File: src/design/pqs_pkg.sv
package pqs_pkg;

	// coordinate width and derived widths
	localparam int CoordBits = 12;
	localparam int SizeW     = CoordBits + 1;
	localparam int LvlW      = $clog2(CoordBits + 1);
	localparam int CandW     = 2 * CoordBits + 1;
	localparam int CountW    = 2 * CoordBits + 1;
	localparam int ProdW     = 2 * SizeW;

	// configuration register indexes
	localparam int CfgIdxW = 1;
	localparam logic [CfgIdxW-1:0] REG_FRAME_WIDTH  = 1'b0;
	localparam logic [CfgIdxW-1:0] REG_FRAME_HEIGHT = 1'b1;

	// frame geometry resolved once per transaction
	typedef struct packed {
		logic [SizeW-1:0]  width;
		logic [SizeW-1:0]  height;
		logic [LvlW-1:0]   levels;
		logic [CandW-1:0]  limit;
		logic [CountW-1:0] total;
	} pqs_geom_t;

	typedef enum logic [3:0] {
		ST_IDLE   = 4'b0001,
		ST_SETUP  = 4'b0010,
		ST_SEARCH = 4'b0100,
		ST_DONE   = 4'b1000
	} pqs_state_t;

endpackage

File: src/design/pqs_geom.sv
module pqs_geom import pqs_pkg::*; (
	input  logic [SizeW-1:0] frame_width,
	input  logic [SizeW-1:0] frame_height,
	output pqs_geom_t        geom
);

	localparam logic [SizeW-1:0] SizeTop = SizeW'(1) << CoordBits;

	logic [SizeW-1:0] w;
	logic [SizeW-1:0] h;
	logic [SizeW-1:0] m_minus1;
	logic [LvlW-1:0]  lv;
	logic [ProdW-1:0] prod;

	// clamp to 1..2^CoordBits
	always_comb begin
		if (frame_width == '0) begin
			w = SizeW'(1);
		end else if (frame_width > SizeTop) begin
			w = SizeTop;
		end else begin
			w = frame_width;
		end
		if (frame_height == '0) begin
			h = SizeW'(1);
		end else if (frame_height > SizeTop) begin
			h = SizeTop;
		end else begin
			h = frame_height;
		end
	end

	// levels = bit length of max(w,h)-1
	always_comb begin
		m_minus1 = ((w > h) ? w : h) - SizeW'(1);
		lv = '0;
		for (int i = 0; i < CoordBits; i++) begin
			if (m_minus1[i]) begin
				lv = LvlW'(i + 1);
			end
		end
	end

	assign prod = w * h;

	assign geom.width  = w;
	assign geom.height = h;
	assign geom.levels = lv;
	assign geom.limit  = CandW'(1) << {lv, 1'b0};
	assign geom.total  = prod[CountW-1:0];

endmodule

File: config.mk
export PLATFORM = sky130hd
export DESIGN_NAME = pqs_geom
export DESIGN_NICKNAME = d
export VERILOG_FILES = /design/src/design/pqs_pkg.sv /design/src/design/pqs_geom.sv
export SDC_FILE = /design/constraint.sdc
export NUM_CORES = 1
export LEC_CHECK = 0
export ABC_AREA = 1
export BUFFER_PORTS_ARGS = -buffer_cell sky130_fd_sc_hd__buf_2
export CAP_MARGIN = 20
export CORE_ASPECT_RATIO = 0.9
export CORE_UTILIZATION = 50
export DETAILED_ROUTE_END_ITERATION = 16
export GPL_ROUTABILITY_DRIVEN = 0
export MAX_ROUTING_LAYER = met4
export PLACE_DENSITY = 0.68
export SLEW_MARGIN = 20
export SYNTH_ARGS = -nofsm -noshare
export SYNTH_HDL_FRONTEND = slang
export SYNTH_SLANG_ARGS = --single-unit
File: constraint.sdc
create_clock -name vclk -period 7.6
set_input_delay 0.76 -clock vclk [all_inputs]
set_output_delay 0.76 -clock vclk [all_outputs]
set_load 0.01 [all_outputs]
Word level (Yosys, flattened, before mapping) --
Index checks and enable logic that the tools add are counted.
Storage, ports and cells: register bits after elaboration 0, bits of input ports 26, output and inout bits 80, word-level logic and storage cells 25
Operators by class: $add $sub $neg 1, $mul 1, $lt $le $gt $ge 3, shift-type cells 1, muxes and demuxes 17, reductions and logical operators 2
Operators with widths (number):
- 13-bit two-way mux | 4
- 4-bit two-way mux | 11
- 13-bit greater-than comparator (second input constant) | 2
- 13-bit zero test | 2
- 13-bit by 13-bit multiplier with 25-bit output | 1
- 1-bit by 5-bit left shift with 25-bit output (first input constant) | 1
- 13-bit greater-than comparator | 1
- 12-bit two-way mux | 1
- 12-bit by 1-bit subtractor with 12-bit output (second input constant) | 1
- 1-bit two-way mux | 1

Longest topological paths before layout --
depth in word-level cells 19, mapped depth 34, mapped depth without buffers 33

Least setup slack after synthesis --
No wires, ideal clock.
path kind input-to-output, from input frame_height[7], to output geom[24] in the netlist's numbering, arrival time 6.455 ns, data required time 6.840 ns, setup slack 0.385 ns, stages 28, buffers on the path 1, cells stage by stage inv_2 nand4_1 nor2_1 nand2_1 nand2_2 nand2_1 inv_1 clkbuf_1 nand2_1 fa_1 fa_1 fa_1 inv_1 fa_1 inv_1 fa_1 inv_1 ha_1 nand2_1 o21ai_0 a21oi_1 o21ai_0 nand2_1 nand2_1 nand3_1 or2_2 o21ai_0 xor2_1
RTL lines:
- start, declared | RTL line pqs_geom.sv:3 | input logic [SizeW-1:0] frame_height,
- end, declared | RTL line pqs_geom.sv:4 | output pqs_geom_t geom

==> summary.md <==
| Metric | Value |
|---|---|
| Worst path max stage delay | 0.56 ns |
| Sequential cell count | 0 |
| Drt pass-1 iters | 4 |
| Synth warn | 0 |
| Setup_tns | 0 ns |
| Routed WL per cell | 14.2 um |
| Commonest cells post-synth | inv_1, nand2_1, fa_1 |
| Routed wire length | 18200 um |
| Total Power | 761 uW |
| Synth top area share | 34.5% |
| Height of the die | 114 um |
| Post-synth cell types | 41 |
| Area of placed instances | 8080 um^2 |
| Class of the worst hold path | input pin to primary output |
| Maximum operating frequency | 137 MHz |
| Finished Core Util | 60.9% |
| Synthesized area per cell | 7.31 um^2 |
| CP Capture Type | primary output |
| Final setup violation count | 0 |
| Static Leak | 4.84 nW |
| Met2 WL | 8670 um |
| Post-route ant nets | 0 |
| Cell with the most instances after synthesis | inv_1 |
| Area growth syn-to-layout | 17.6% |
| Register area | 0 um^2 |
| Initial Util | 51.8% |
| Hold bufs inserted after CTS | 0 |
| Die Span X | 126 um |
| Layout cells sized above 1 | 23.5% |
| Power per Cell Area | 92.8 nW/um^2 |
| GR Overflow Total | 0 |
| Startpoint types | input pin |
| Mapped cell area | 6970 um^2 |
| VDD IR-drop max | 61.4 uV |
| Synth Instances | 954 |
| Post-route cell area | 8200 um^2 |
| Fin. max-slew vios | 0 |
| Area leader, netlist | fa_1 |
| Initial antenna violation count | 0 |
| Met3 WL | 1090 um |
| Via count | 6340 |
| Vias in the first global route | 6260 |
| Final period util | 96.0% |
| Post-synthesis sequential area ratio | 0% |
| Detailed Place HPWL | 16000 um |
| Worst-Margin Slew | 0.548 ns |
| Final hold vios | 0 |
| Layout clock buffers | 0 |
| Status | finished, final reports clean |
| Max_cap viols | 0 |
| M1 WL | 8030 um |
| DRT iter0 DRCs | 341 |
| Req. time, crit path | 6.84 ns |
| Row count | 40 |
| Crit path kind | input pin to primary output |
| CP max stage cell | fa_1 |
| Top routing layer used | met4 |
| Rel. slew slack | 63.1% |
| Largest net degree at the start of global routing | 17 |
| DRC Markers | 0 |
| IO Pins | 106 |
| Diode count | 0 |
| Top cells by area, synth | fa_1, ha_1, inv_1 |
| Via/cell ratio | 4.96 |
| First-pass GRT wire length | 30400 um |
| RSZ-0062 raised after global routing | no |
| Minimum clock period | 7.30 ns |
| Crit-path max FO | 7 |
| Final net count | 1353 |
| Worst EP arrival | 6.54 ns |
| Core Box Area | 13500 um^2 |
| Port bufs | 94 |
| Die area | 14400 um^2 |
| Total track usage | 27.2% |
[critical path, delay by kind of cell]
| family | cells | cell delay (ns) |
|---|---|---|
| compound gates | 2 | 0.30 |
| xor+xnor | 1 | 0.15 |
| fa+ha+maj | 6 | 2.94 |
| buf+inv | 11 | 1.05 |
| simple gates | 10 | 1.32 |
[metrics by stage]
step / std cells / setup slack [ns] / hold slack (ns)
after floorplan: 965 / 0.385 / 1.63
after global placement: 1275 / 0.0673 / 1.99
after detailed placement: 1275 / 0.0105 / 1.99
after CTS: 1275 / 0.0444 / 1.99
after global routing: 1277 / 0.00941 / 2.01
final: 1277 / 0.303 / 2.01
[timing repair]
action,4_1_cts,5_1_grt
pin swaps,0,6
buffers inserted,0,2
gates resized for setup,1,36
endpoints found under the setup margin,1,7
endpoints found under the hold margin,0,0
[per-layer routing]
layer | track usage, % | up-vias
met2 | 45.7 | 190
li1 | - | 3075
met5 | - | -
met4 | 5.30 | 0
met3 | 1.45 | 25
met1 | 36.7 | 3050
[logic make-up after synthesis]
logic type	synth area share, %
XOR/XNOR	3.37
adder cells (fa/ha/maj)	51.7
other	0.0538
AO/OA/AOI/OAI	3.61
buffers and inverters	16.5
AND/OR/NAND/NOR	24.7
[power breakdown]
group / total [mW] / switching, mW / leakage [nW] / internal [mW]
clock network: 0 / 0 / 0 / 0
logic: 0.761 / 0.459 / 4.84 / 0.302
registers: 0 / 0 / 0 / 0
[layout make-up]
cell class / count / area, um^2
multi-input combinational: 676 / 5950
timing repair buffer: 169 / 1040
tap: 168 / 210
inverter: 264 / 997
fill: 1313 / 5270
[layout by cell type, fill, tap and decap left out, types with 4 or more instances in the layout]
| cell type | instances |
|---|---|
| o21ai_2 | 4 |
| inv_1 | 239 |
| a21oi_1 | 19 |
| nand4_1 | 6 |
| nor2_2 | 17 |
| xnor2_1 | 5 |
| nand3_2 | 4 |
| conb_1 | 12 |
| clkinv_1 | 5 |
| fa_1 | 120 |
| nor2_4 | 5 |
| ha_1 | 95 |
| nand2_4 | 9 |
| nand2_1 | 173 |
| nand3_1 | 29 |
| nor2_1 | 104 |
| xor2_1 | 19 |
| buf_2 | 94 |
| inv_2 | 17 |
| o21ai_0 | 6 |
| nand2_2 | 21 |
| buf_4 | 72 |
[worst paths after layout]
check	startpoint	endpoint	slack [ns]	cells past startpoint
setup / recovery	frame_height[4]	geom[24]	0.30	30
hold / removal	frame_height[12]	geom[66]	2.01	3
(Power assumes the default switching activity.)
