### src/design/pqs_pkg.sv
package pqs_pkg;

	// coordinate width and derived widths
	localparam int CoordBits = 12;
	localparam int SizeW     = CoordBits + 1;
	localparam int LvlW      = $clog2(CoordBits + 1);
	localparam int CandW     = 2 * CoordBits + 1;
	localparam int CountW    = 2 * CoordBits + 1;
	localparam int ProdW     = 2 * SizeW;

	// configuration register indexes
	localparam int CfgIdxW = 1;
	localparam logic [CfgIdxW-1:0] REG_FRAME_WIDTH  = 1'b0;
	localparam logic [CfgIdxW-1:0] REG_FRAME_HEIGHT = 1'b1;

	// frame geometry resolved once per transaction
	typedef struct packed {
		logic [SizeW-1:0]  width;
		logic [SizeW-1:0]  height;
		logic [LvlW-1:0]   levels;
		logic [CandW-1:0]  limit;
		logic [CountW-1:0] total;
	} pqs_geom_t;

	typedef enum logic [3:0] {
		ST_IDLE   = 4'b0001,
		ST_SETUP  = 4'b0010,
		ST_SEARCH = 4'b0100,
		ST_DONE   = 4'b1000
	} pqs_state_t;

endpackage

### src/design/pqs_cand_unit.sv
module pqs_cand_unit import pqs_pkg::*; (
	input  logic [CandW-1:0]     cand,
	input  pqs_geom_t            geom,
	output logic [CoordBits-1:0] x,
	output logic [CoordBits-1:0] y,
	output logic                 hit
);

	logic [2*CoordBits-1:0] aligned;
	logic [LvlW:0]          shamt;
	logic [1:0]             dig;

	// left-align the used digits so digit i sits at a fixed place
	assign shamt   = {LvlW'(CoordBits) - geom.levels, 1'b0};
	assign aligned = cand[2*CoordBits-1:0] << shamt;

	always_comb begin
		x   = '0;
		y   = '0;
		dig = '0;
		for (int i = 0; i < CoordBits; i++) begin
			dig  = aligned[2*(CoordBits-1-i) +: 2];
			x[i] = dig[0] ^ dig[1];
			y[i] = dig[0];
		end
	end

	assign hit = ({1'b0, x} < geom.width) && ({1'b0, y} < geom.height);

endmodule

### config.mk
export PLATFORM = sky130hd
export DESIGN_NAME = pqs_cand_unit
export DESIGN_NICKNAME = d
export VERILOG_FILES = /design/src/design/pqs_pkg.sv /design/src/design/pqs_cand_unit.sv
export SDC_FILE = /design/constraint.sdc
export NUM_CORES = 1
export LEC_CHECK = 0
export BUFFER_PORTS_ARGS = -buffer_cell sky130_fd_sc_hd__buf_2
export CAP_MARGIN = 10
export CORE_ASPECT_RATIO = 1.25
export CORE_MARGIN = 5
export CORE_UTILIZATION = 33
export DETAILED_ROUTE_END_ITERATION = 7
export PLACE_DENSITY = 0.72
export SETUP_SLACK_MARGIN = 0.1
export SLEW_MARGIN = 10
export SYNTH_ARGS = -nofsm -noshare
export SYNTH_HDL_FRONTEND = slang
export SYNTH_SLANG_ARGS = --single-unit
### constraint.sdc
create_clock -name vclk -period 4.1
set_input_delay 0.205 -clock vclk [all_inputs]
set_output_delay 0.205 -clock vclk [all_outputs]
set_load 0.005 [all_outputs]
Word level (Yosys, flattened, before mapping)

Index checks and enable logic that the tools add are counted.

Register bits after elaboration: 0
Input bits: 105
Word-level logic and storage cells: 17

Magnitude comparators: 2
Bitwise gates (word level): 12
$add $sub $neg: 1
Reductions and logical operators: 1
Shift-type cells: 1

Operators by type and width:

| kind                  | number |
|---|---|
| $lt A12 B13 Y1        | 2 |
| $shl A24 B5 Y24       | 1 |
| $xor A1 B1 Y1         | 12 |
| $sub A4 B4 Y4 const A | 1 |
| $logic_and A1 B1 Y1   | 1 |

Longest topological paths before layout

Depth in word-level cells: 5
Gate-level depth with buffers: 19
Depth with buffers taken out: 15

Worst setup path before layout

Ideal clock, no wire load.

Kind: in2out
From: input geom[50] in the netlist's numbering
To: output hit
Arrival time: 3.385 ns
Path buffers: 4
Cell stages on the path: 16
Setup slack: 0.510 ns
Cell sequence: buf_2 -> inv_1 -> buf_2 -> ha_1 -> buf_6 -> buf_8 -> mux2i_1 -> mux4_2 -> a21oi_2 -> xor2_1 -> ha_1 -> a21o_1 -> a21o_1 -> a21oi_1 -> o2111ai_1 -> a21oi_2

Cells in the longest elaborated chain, start to end: 5
Elaborated cells on any way between the ends: 17
Classes of those cells: 1 x add/sub; 2 x order compare; 1 x shift; 12 x bitwise; 1 x reduce/logical

RTL lines:

| what                | RTL line            | RTL |
|---|---|---|
| start, declared     | pqs_cand_unit.sv:3  | `input pqs_geom_t geom,` |
| $sub A4 B4 Y4       | pqs_cand_unit.sv:14 | `assign shamt = {LvlW'(CoordBits) - geom.levels, 1'b0};` |
| $shl A24 B5 Y24     | pqs_cand_unit.sv:15 | `assign aligned = cand[2*CoordBits-1:0] << shamt;` |
| named net y[2]      | pqs_cand_unit.sv:5  | `output logic [CoordBits-1:0] y,` |
| $xor A1 B1 Y1       | pqs_cand_unit.sv:23 | `x[i] = dig[0] ^ dig[1];` |
| named net x[2]      | pqs_cand_unit.sv:4  | `output logic [CoordBits-1:0] x,` |
| $lt A12 B13 Y1      | pqs_cand_unit.sv:28 | `assign hit = ({1'b0, x} < geom.width) && ({1'b0, y} < geom.height);` |
| $logic_and A1 B1 Y1 | pqs_cand_unit.sv:28 |  |
| end, declared       | pqs_cand_unit.sv:6  | `output logic hit` |

The timed path passes the listed nets, and every way through them passes these cells.

Worst setup path in the final report

From: input geom[50] in the netlist's numbering
To: output hit

Cells in the longest elaborated chain, start to end: 5
Elaborated cells on any way between the ends: 17
Classes of those cells: 1 x add/sub; 2 x order compare; 1 x shift; 12 x bitwise; 1 x reduce/logical

RTL lines:

| what                  | RTL line |
|---|---|
| $sub A4 B4 Y4 *       | pqs_cand_unit.sv:14 |
| $shl A24 B5 Y24 *     | pqs_cand_unit.sv:15 |
| $xor A1 B1 Y1         | pqs_cand_unit.sv:23 |
| $lt A12 B13 Y1        | pqs_cand_unit.sv:28 |
| $logic_and A1 B1 Y1 * | pqs_cand_unit.sv:28 |

Every way passes the cells marked *; elsewhere a longest branch is shown, timed or not.

==> flow_summary.json <==
{
  "layout-drive-gt1-share": 0.335,
  "wl_per_cell_um": 13.6,
  "clock_buffers": 0,
  "syn_area_um2": 1720,
  "hpwlAfterDp_mm": 4.48,
  "syn_to_final_growth_pct": 26.7,
  "io_pins": 130,
  "period_minus_slack_ps": 3600,
  "die_w_um": 74.6,
  "synth.avg_cell_area_um2": 7.35,
  "final_area_um2": 2180,
  "slew_headroom": 0.614,
  "setup_ws_ps": 500,
  "fin_crit_sh": 0.878,
  "fin_nets": 440,
  "synth_common_cells": "28 x mux2i_1, 25 x inv_1, 23 x ha_1, 20 x nand2_1, 20 x nor2_1",
  "setup_viol_count_final": 0,
  "maxCapViolCount": 0,
  "outcome": "complete, no violations",
  "cts_setup_buffers": 0,
  "seq_cells": 0,
  "synthCells": 234,
  "vias": 1884,
  "totalWireLength_mm": 5.05,
  "p_leak_nw": 1.25,
  "place_worst_setup_slack_ps": 380,
  "row_count": 29,
  "synth_most_common_cell": "mux2i_1",
  "antenna_left": 0,
  "grt_max_degree": 30,
  "ys_seq_area_frac": 0,
  "dieArea_um2": 6760,
  "diodes": 0,
  "cp_data_required_time_ps": 3890,
  "hold_class": "input pin to primary output",
  "grt_use_total": 0.144,
  "path_class": "input pin to primary output",
  "dp.cells": 372,
  "yosys.cell_types.count": 42,
  "synthTopCellsByArea": "ha_1 17%, mux2i_1 16%, xor2_1 5.6%",
  "start_kind": "input pin",
  "antenna_found_initial": 0,
  "power_mw": 0.400,
  "dr.pass1.iters": 4,
  "yosys_warnings": 0,
  "postCtsHoldBufs": 0,
  "place_area_um2": 2180,
  "fill_cells": 550,
  "core_um2": 5080,
  "fin_cells": 372,
  "die_height_um": 90.7,
  "yosys.area.top_type": "ha_1",
  "gp_congestion": 0.862,
  "portBuffers": 79,
  "peakVddDrop_v": 0.000114,
  "worstPathArrival_ps": 3390,
  "netlist.area_leader.share": 0.167,
  "tightest_slew_ps": 577,
  "end_kind": "primary output",
  "ff_latch_area_um2": 0,
  "p_per_area_nw_per_um2": 183,
  "critPathMaxFanout": 20,
  "drt-initial-drc-count": 73,
  "initial_core_util": 0.338,
  "grt_pass1_wl_mm": 8.16,
  "syn-num-nets": 362,
  "via_per_inst": 5.06,
  "grt_pass1_vias": 1816,
  "grt_setup_unrepaired": "no",
  "drc_errors": 0,
  "report.final.slew_viol_count": 0,
  "cts_resized": 0,
  "fmaxAchievable_mhz": 278,
  "totalNegativeSetupSlack_ps": 0,
  "hold_viol": 0,
  "grt_overflow_total": 0
}
## cell families after synthesis
group | Yosys count | share of synthesized area
AOI/OAI and AO/OA | 55 | 0.216
xor gates and xnor gates | 16 | 0.0859
adders and majority gates | 23 | 0.167
buffers and inverters | 38 | 0.108
muxes | 34 | 0.224
and+or+nand+nor | 68 | 0.199
## placed cells by master (no fill, tap or decap), drive strengths merged, types with 2 or more instances in the layout
| cell type | n |
|---|---|
| a2111oi | 2 |
| buf | 89 |
| nor2 | 20 |
| mux2 | 3 |
| nor2b | 2 |
| a21oi | 20 |
| o21ai | 5 |
| nand3 | 2 |
| nor3b | 4 |
| mux2i | 28 |
| and2 | 2 |
| nand3b | 2 |
| mux4 | 3 |
| inv | 25 |
| nand4 | 4 |
| a211oi | 5 |
| nand4b | 2 |
| xor2 | 11 |
| ha | 23 |
| nor3 | 7 |
| o22ai | 4 |
| a21o | 9 |
| nand2 | 20 |
| xnor2 | 5 |
| a31oi | 6 |
## area by class of cell
class                           instances  area (um2)  share of cell area
Multi-Input combinational cell        196        1540               0.705
Tap cell                               62        77.6              0.0356
Inverter                               25        93.8              0.0431
Timing Repair Buffer                   89         470               0.216
## worst paths after layout
check / start / to / slack [ps] / depth (start not counted)
setup / recovery: geom[50] / hit / 500 / 17
hold / removal: geom[67] / hit / 770 / 4
## per-stage QoR
step / hold slack [ps] / utilization
finish: 767 / 0.429
global route: 812 / 0.429
CTS: 776 / 0.428
detailed placement: 772 / 0.428
global placement: 767 / 0.428
floorplan: 534 / -
## critical path: stages
cell       delay [ps]
buf_2              90
inv_1              50
ha_2              460
buf_4             320
mux2_2            390
nand2_1            70
o21ai_0            80
mux2i_1           140
a21oi_1           100
xor2_1            200
ha_1              280
a21o_1            190
a21o_1            170
a21oi_1           230
o2111ai_1         170
a21oi_2           140
buf_2             120
## where the power goes
group	switching [mW]	total [mW]	internal (mW)
clock	0	0	0
sequential	0	0	0
combinational	0.217	0.400	0.182
## per-layer routing
layer | share of wire | global-route usage | vias up
li1 | - | - | 1003
met1 | 0.45 | 0.195 | 822
met2 | 0.48 | 0.259 | 57
met3 | 0.069 | 0.00668 | 2
met4 | 0.0030 | 0.00445 | 0
met5 | 0 | 0 | -
(Power assumes the default switching activity.)
